File: src/design/tarb_pkg.sv
// ----------------------------------------------------------------------------
// tarb_pkg
// Shared types, constants and word functions of the table add-rotate cipher.
// ----------------------------------------------------------------------------
`default_nettype none

package tarb_pkg;

    localparam int KEY_WORDS   = 36;
    localparam int KEY_GROUPS  = 9;
    localparam int TABLE_DEPTH = 2048;
    localparam int Q_DEPTH     = 2;

    localparam logic [3:0] KEY_LAST = 4'd8;

    // Request codes on the input channel
    localparam logic [2:0] REQ_KEY = 3'd0;
    localparam logic [2:0] REQ_FWD = 3'd1;
    localparam logic [2:0] REQ_INV = 3'd2;
    localparam logic [2:0] REQ_ENC = 3'd3;
    localparam logic [2:0] REQ_DEC = 3'd4;

    typedef enum logic [2:0] {
        K_KEY = 3'd0,
        K_FWD = 3'd1,
        K_INV = 3'd2,
        K_ENC = 3'd3,
        K_DEC = 3'd4
    } t_kind;

    typedef logic [3:0][63:0] t_block;

    typedef struct packed {
        t_kind       kind;
        logic [5:0]  key_index;
        logic [2:0]  table_number;
        logic [7:0]  entry_index;
        logic [63:0] load_value;
        t_block      words;
    } t_item;

    function automatic logic [63:0] rotl64(input logic [63:0] x, input int unsigned n);
        return (x << n) | (x >> (64 - n));
    endfunction

    function automatic t_block mix_fwd(input t_block w);
        t_block m;
        m    = w;
        m[0] = w[0] ^ rotl64(w[1], 11) ^ rotl64(w[2], 27) ^ rotl64(w[3], 43);
        m[1] = w[1] ^ rotl64(m[0], 24);
        m[2] = w[2] ^ rotl64(m[0], 18);
        m[3] = w[3] ^ rotl64(m[0], 10);
        return m;
    endfunction

    function automatic t_block mix_inv(input t_block w);
        t_block m;
        m    = w;
        m[1] = w[1] ^ rotl64(w[0], 24);
        m[2] = w[2] ^ rotl64(w[0], 18);
        m[3] = w[3] ^ rotl64(w[0], 10);
        m[0] = w[0] ^ rotl64(m[1], 11) ^ rotl64(m[2], 27) ^ rotl64(m[3], 43);
        return m;
    endfunction

endpackage

`default_nettype wire

File: src/design/tarb_front.sv
// ----------------------------------------------------------------------------
// tarb_front
// Request decode and a short in-order queue feeding the cipher engine.
// ----------------------------------------------------------------------------
`default_nettype none

module tarb_front #(
    parameter int DEPTH = 2
) (
    input  wire logic           i_clk,
    input  wire logic           i_rst_n,
    input  wire logic           start,
    output logic                busy,
    input  wire logic [2:0]     i_req_type,
    input  wire logic [5:0]     i_key_index,
    input  wire logic [2:0]     i_table_number,
    input  wire logic [7:0]     i_entry_index,
    input  wire logic [63:0]    i_load_value,
    input  wire tarb_pkg::t_block i_words,
    output logic                o_item_valid,
    output tarb_pkg::t_item     o_item,
    input  wire logic           i_item_ready
);
    import tarb_pkg::*;

    localparam int PW = (DEPTH > 1) ? $clog2(DEPTH) : 1;
    localparam int CW = $clog2(DEPTH + 1);

    t_item          r_q [DEPTH];
    logic [PW-1:0]  r_wp, r_rp;
    logic [CW-1:0]  r_cnt;
    t_item          cls;
    logic           keep, push, pop;

    // classify the beat; drop unknown codes and out-of-range key loads
    always_comb begin
        cls.key_index    = i_key_index;
        cls.table_number = i_table_number;
        cls.entry_index  = i_entry_index;
        cls.load_value   = i_load_value;
        cls.words        = i_words;
        cls.kind         = K_KEY;
        keep             = 1'b1;
        case (i_req_type)
            REQ_KEY: begin
                cls.kind = K_KEY;
                keep     = (i_key_index < 6'(KEY_WORDS));
            end
            REQ_FWD: cls.kind = K_FWD;
            REQ_INV: cls.kind = K_INV;
            REQ_ENC: cls.kind = K_ENC;
            REQ_DEC: cls.kind = K_DEC;
            default: keep = 1'b0;
        endcase
    end

    assign busy         = (r_cnt == CW'(DEPTH));
    assign push         = start && !busy && keep;
    assign o_item_valid = (r_cnt != '0);
    assign o_item       = r_q[r_rp];
    assign pop          = o_item_valid && i_item_ready;

    // store entries
    always_ff @(posedge i_clk) begin
        if (push) begin
            r_q[r_wp] <= cls;
        end
    end

    // advance pointers and fill count
    always_ff @(posedge i_clk) begin
        if (!i_rst_n) begin
            r_wp  <= '0;
            r_rp  <= '0;
            r_cnt <= '0;
        end else begin
            if (push) begin
                r_wp <= (r_wp == PW'(DEPTH - 1)) ? '0 : r_wp + 1'b1;
            end
            if (pop) begin
                r_rp <= (r_rp == PW'(DEPTH - 1)) ? '0 : r_rp + 1'b1;
            end
            r_cnt <= r_cnt + CW'(push) - CW'(pop);
        end
    end

endmodule

`default_nettype wire

File: config.mk
export PLATFORM = sky130hd
export DESIGN_NAME = tarb_front
export DESIGN_NICKNAME = d
export VERILOG_FILES = /design/src/design/tarb_pkg.sv /design/src/design/tarb_front.sv
export SDC_FILE = /design/constraint.sdc
export NUM_CORES = 1
export LEC_CHECK = 0
export BUFFER_PORTS_ARGS = -buffer_cell sky130_fd_sc_hd__buf_2
export CAP_MARGIN = 40
export CORE_ASPECT_RATIO = 0.5
export CORE_MARGIN = 10
export CORE_UTILIZATION = 40
export CTS_CLUSTER_SIZE = 28
export DETAILED_ROUTE_END_ITERATION = 16
export PLACE_DENSITY_LB_ADDON = 0.3
export SYNTH_ARGS = -nofsm -noshare
export SYNTH_HDL_FRONTEND = slang
export SYNTH_SLANG_ARGS = --single-unit
File: constraint.sdc
create_clock -name i_clk -period 19 [get_ports i_clk]
set_clock_uncertainty 0.1 [all_clocks]
set_input_delay 0.95 -clock i_clk [delete_from_list [all_inputs] [get_ports i_clk]]
set_output_delay 0.95 -clock i_clk [all_outputs]
set_load 0.005 [all_outputs]
Yosys cells after proc, flatten, opt, wreduce, memory -nomap -nowiden --
Memory sizes are Yosys's and may differ from the RTL's. A register that Yosys moved wholly into a read port is not among the register bits. Cells that the tools add are included.
Cells by class: add/subtract/negate cells 4, magnitude comparators 1, equality and inequality tests 5, multiplexer cells 8, reduce and logical (&&, ||, !) cells 7
Operators with widths (count):
- case mux 3 bit (4 select lines) | 1
- equality test 3 x 2 -> 1 bit, second input constant | 2
- < comparator 6 bit, second input constant | 1
- 2-to-1 mux 1 bit | 6
- OR reduction 4 bit | 1
- equality test 3 x 1 -> 1 bit, second input constant | 1
- equality test 3 bit, second input constant | 1
- logical AND 1 bit | 3
- logical NOT 3 bit | 1
- adder 1 bit, second input constant | 2
- adder 2 x 1 -> 2 bit | 1
- equality test 2 bit, second input constant | 1
- case mux 1 bit (2 select lines) | 1
- nonzero test 2 bit | 1
- subtractor 2 x 1 -> 2 bit | 1
- logical NOT 1 bit | 1
Storage, ports and cells: register bits 4, RAM bits 680, bits of input ports 344, output and inout bits 342, logic and storage cells 29, memories 1
Memory list:
- r_q | depth 2, bits a word 340, rd ports 1, clocked after Yosys merged registers in 1, write ports 1, RTL line tarb_front.sv:29 | t_item r_q [DEPTH];

Logic depth before layout (Yosys ltp) --
depth in word-level cells 6, gate-level depth with buffers 8, gate-level depth less buffers 8

Least setup slack after synthesis --
Ideal clock, no wire load.
path type input to register, start point in i_key_index[4], end point mem r_q[0][0] in the netlist's numbering, enable pin, setup time 1051 ps, arrival time 15449 ps, data required time 17849 ps, path slack 2400 ps, stages on the path 3, path buffers 0, path through nor3_1 -> o2111ai_2 -> nor2_1
Between the ends: cells in the longest elaborated chain, start to end 5
RTL lines:
- start, declared | RTL line tarb_front.sv:15 | input wire logic [5:0] i_key_index,
- < comparator 6 bit | RTL line tarb_front.sv:47 | keep = (i_key_index < 6'(KEY_WORDS));
- case mux 1 bit (2 select lines) | RTL line tarb_front.sv:44 | case (i_req_type)
- logical AND 1 bit | RTL line tarb_front.sv:58 | assign push = start && !busy && keep;
- 2-to-1 mux 1 bit | RTL line tarb_front.sv:65 | if (push) begin
- 2-to-1 mux 1 bit (implied by the code) | RTL line tarb_front.sv:66 | r_q[r_wp] <= cls;
- end, declared | RTL line tarb_front.sv:29
Every way passes these cells.

==> run metrics <==
chip height slightly below 200 um; Post-Layout Cell Count 2701; Reg2Reg Depth 5; DR vias approximately 13000; share of cells above drive strength 1 60.7%; Setup violations, final 0; CP Max Fanout 60; Tcrit/Tclk final ~23%; final RePlAce weighted congestion 0.880; DRT iter0 DRCs approximately 760; die area slightly above 70000 sq um; Leak 11.4 nW; Worst Hold Class flip-flop to flip-flop; WS Path Type flip-flop to output pin; setup slack, reg-to-reg ~16 ns; Routed WL just under 70000 um; Min-Delay Path Depth 2; DRC violations left 0; min Tclk post-route 4.35 ns; ANT nets after route 0; Final nets 2158; later-pin clock latency in the skew report 0.58 ns; footprint of the multi-input gates a little over 4000 sq um; RSZ-0062 raised after global routing false; CP startpoint kind flip-flop; worst-margin pin slew about 1.2 ns; grt total ovfl 0; worst endpoint required time approximately 18 ns; Yosys cell types 21; Syn-to-layout area delta 26.6%; FF/Latch Area 20500 sq um; clock slew at reported path FFs about 0.060 ns; root buffer cell clkbuf_16; Starting Density around 40%; syn nets 1436; crit end category output pin; post-CTS sizing 0; Detail Placement HPWL between 40000 and 50000 um; final hold violations 0; Syn Inst Count between 1000 and 1500; I/O pins a little under 700; postcts setup bufs 0; Mean Syn Cell Area between 20 and 25 sq um; CTS tree built; Mapped Area between 20000 and 25000 sq um; IO buf count about 690; Final Max Slew Viols 0; worst ir drop on vdd between 70 and 80 uV; # clock sinks 685; relative slew slack 21.0%; CTS Hold Buffers Added 0; gr usage total approximately 18%; status complete, no violations; sequential area share after synthesis 83.0%; via/cell ratio between 4 and 5; fmax ~230 MHz; vias in the first global route roughly 14000; Num CTS Buffers 60; wire per inst 24.9 um; WP data arrival around 3.3 ns; largest net degree at the start of global routing around 160; DIE WIDTH ~370 um; initial antenna violation count 18; Clock Path Buffers 3; core area ~61000 sq um; Max Cap Viol 0; first-pass GRT wire length slightly above 90000 um; num rows between 60 and 70; placed cells between 2000 and 3000; FILL cells about 5000; P per Cell Area 127 nW/um^2; setup tns final 0 ns; Yosys Warn Count 0; H-tree level count 2; flip-flop and latch count after synthesis between 600 and 700; Detailed Routing Iterations Pass 1 5
-- layer usage --
metal / routed length (um) / global-route usage [%]
met5: 27 / 0
met2: 39800 / 35.1
met4: 2200 / 6.37
met1: 22500 / 17.7
met3: 2680 / 3.47
-- placed cells by master, fill, tap and decap left out, drive strengths merged, types with 3 or more instances in the layout --
cell type	count
diode	16
clkinv	24
edfxtp	680
mux2	340
clkbuf	75
dfxtp	5
bufinv	10
inv	3
buf	698
xnor2	3
nor2b	4
-- cells by family after synthesis --
logic type	count (synthesis)	share of synthesized area (%)
buffers and inverters	41	0.785
DFF	685	83.0
muxes	341	15.5
AOI/OAI and AO/OA	3	0.111
and+or+nand+nor	15	0.354
adders and majority gates	2	0.101
xor gates and xnor gates	3	0.106
-- cell usage after synthesis, drive strengths merged --
master   number  area (sq um)
clkbuf        6          22.5
nor3          1          5.00
o21ai         1          5.00
dfxtp         5           100
or4b          1          10.0
o2111ai       1          15.0
buf          32           160
edfxtp      680         20400
mux2i         1          10.0
xnor2         3          26.3
nor3b         1          7.51
and2          2          12.5
inv           3          11.3
nor2b         4          25.0
mux2        340          3830
o21a          1          7.51
or2           1          6.26
ha            2          25.0
nor2          2          7.51
nand2b        1          6.26
nand2         2          7.51
-- layout make-up --
type / count / share of cell area (%)
Clock inverter: 35 / 1.35
Sequential cell: 685 / 65.6
Multi-Input combinational cell: 364 / 12.9
Inverter: 3 / 0.0360
Clock buffer: 75 / 5.05
Tap cell: 825 / 3.30
Timing Repair Buffer: 698 / 11.7
Antenna cell: 16 / 0.128
-- worst max-delay path: stages, from the launching register on --
cell     delay (ns)
dfxtp_4        0.56
buf_4          0.72
buf_4          0.52
buf_12         0.29
mux2_2         0.40
buf_2          0.14
-- sequential cells by signal, indices dropped and copies added (netlist names), named ones only --
register / cells
r_rp: 1
r_wp: 1
r_q: 680
r_cnt: 2
-- metrics by stage --
stage          instance area [sq um]  util, %  power, mW  hold WS [ns]  worst slack [ns]
2_1_floorplan                  24700        -       2.44         0.351              2.40
3_3_place_gp                   29100     47.6       2.76         0.391             14.43
3_5_place_dp                   29200     47.8       2.78         0.421             15.21
4_1_cts                        31200     51.1       4.04         0.381             14.55
5_1_grt                        31300     51.1       4.14         0.387             14.42
6_report                       31300     51.1       3.98         0.422             14.65
-- power by group --
group | total [mW] | internal, mW | switching (mW)
logic | 0.857 | 0.414 | 0.444
clock network | 1.25 | 0.723 | 0.530
registers | 1.87 | 1.83 | 0.0399
-- final timing paths --
| kind | end | startpoint |
|---|---|---|
| min reg2reg | r_wp | r_wp |
| max | o_item[231] | flip-flop |
| min | r_wp | r_wp |
| max reg2reg | r_q[0][39] | r_cnt[0] |
No activity file was read; power rests on OpenSTA's default activity.
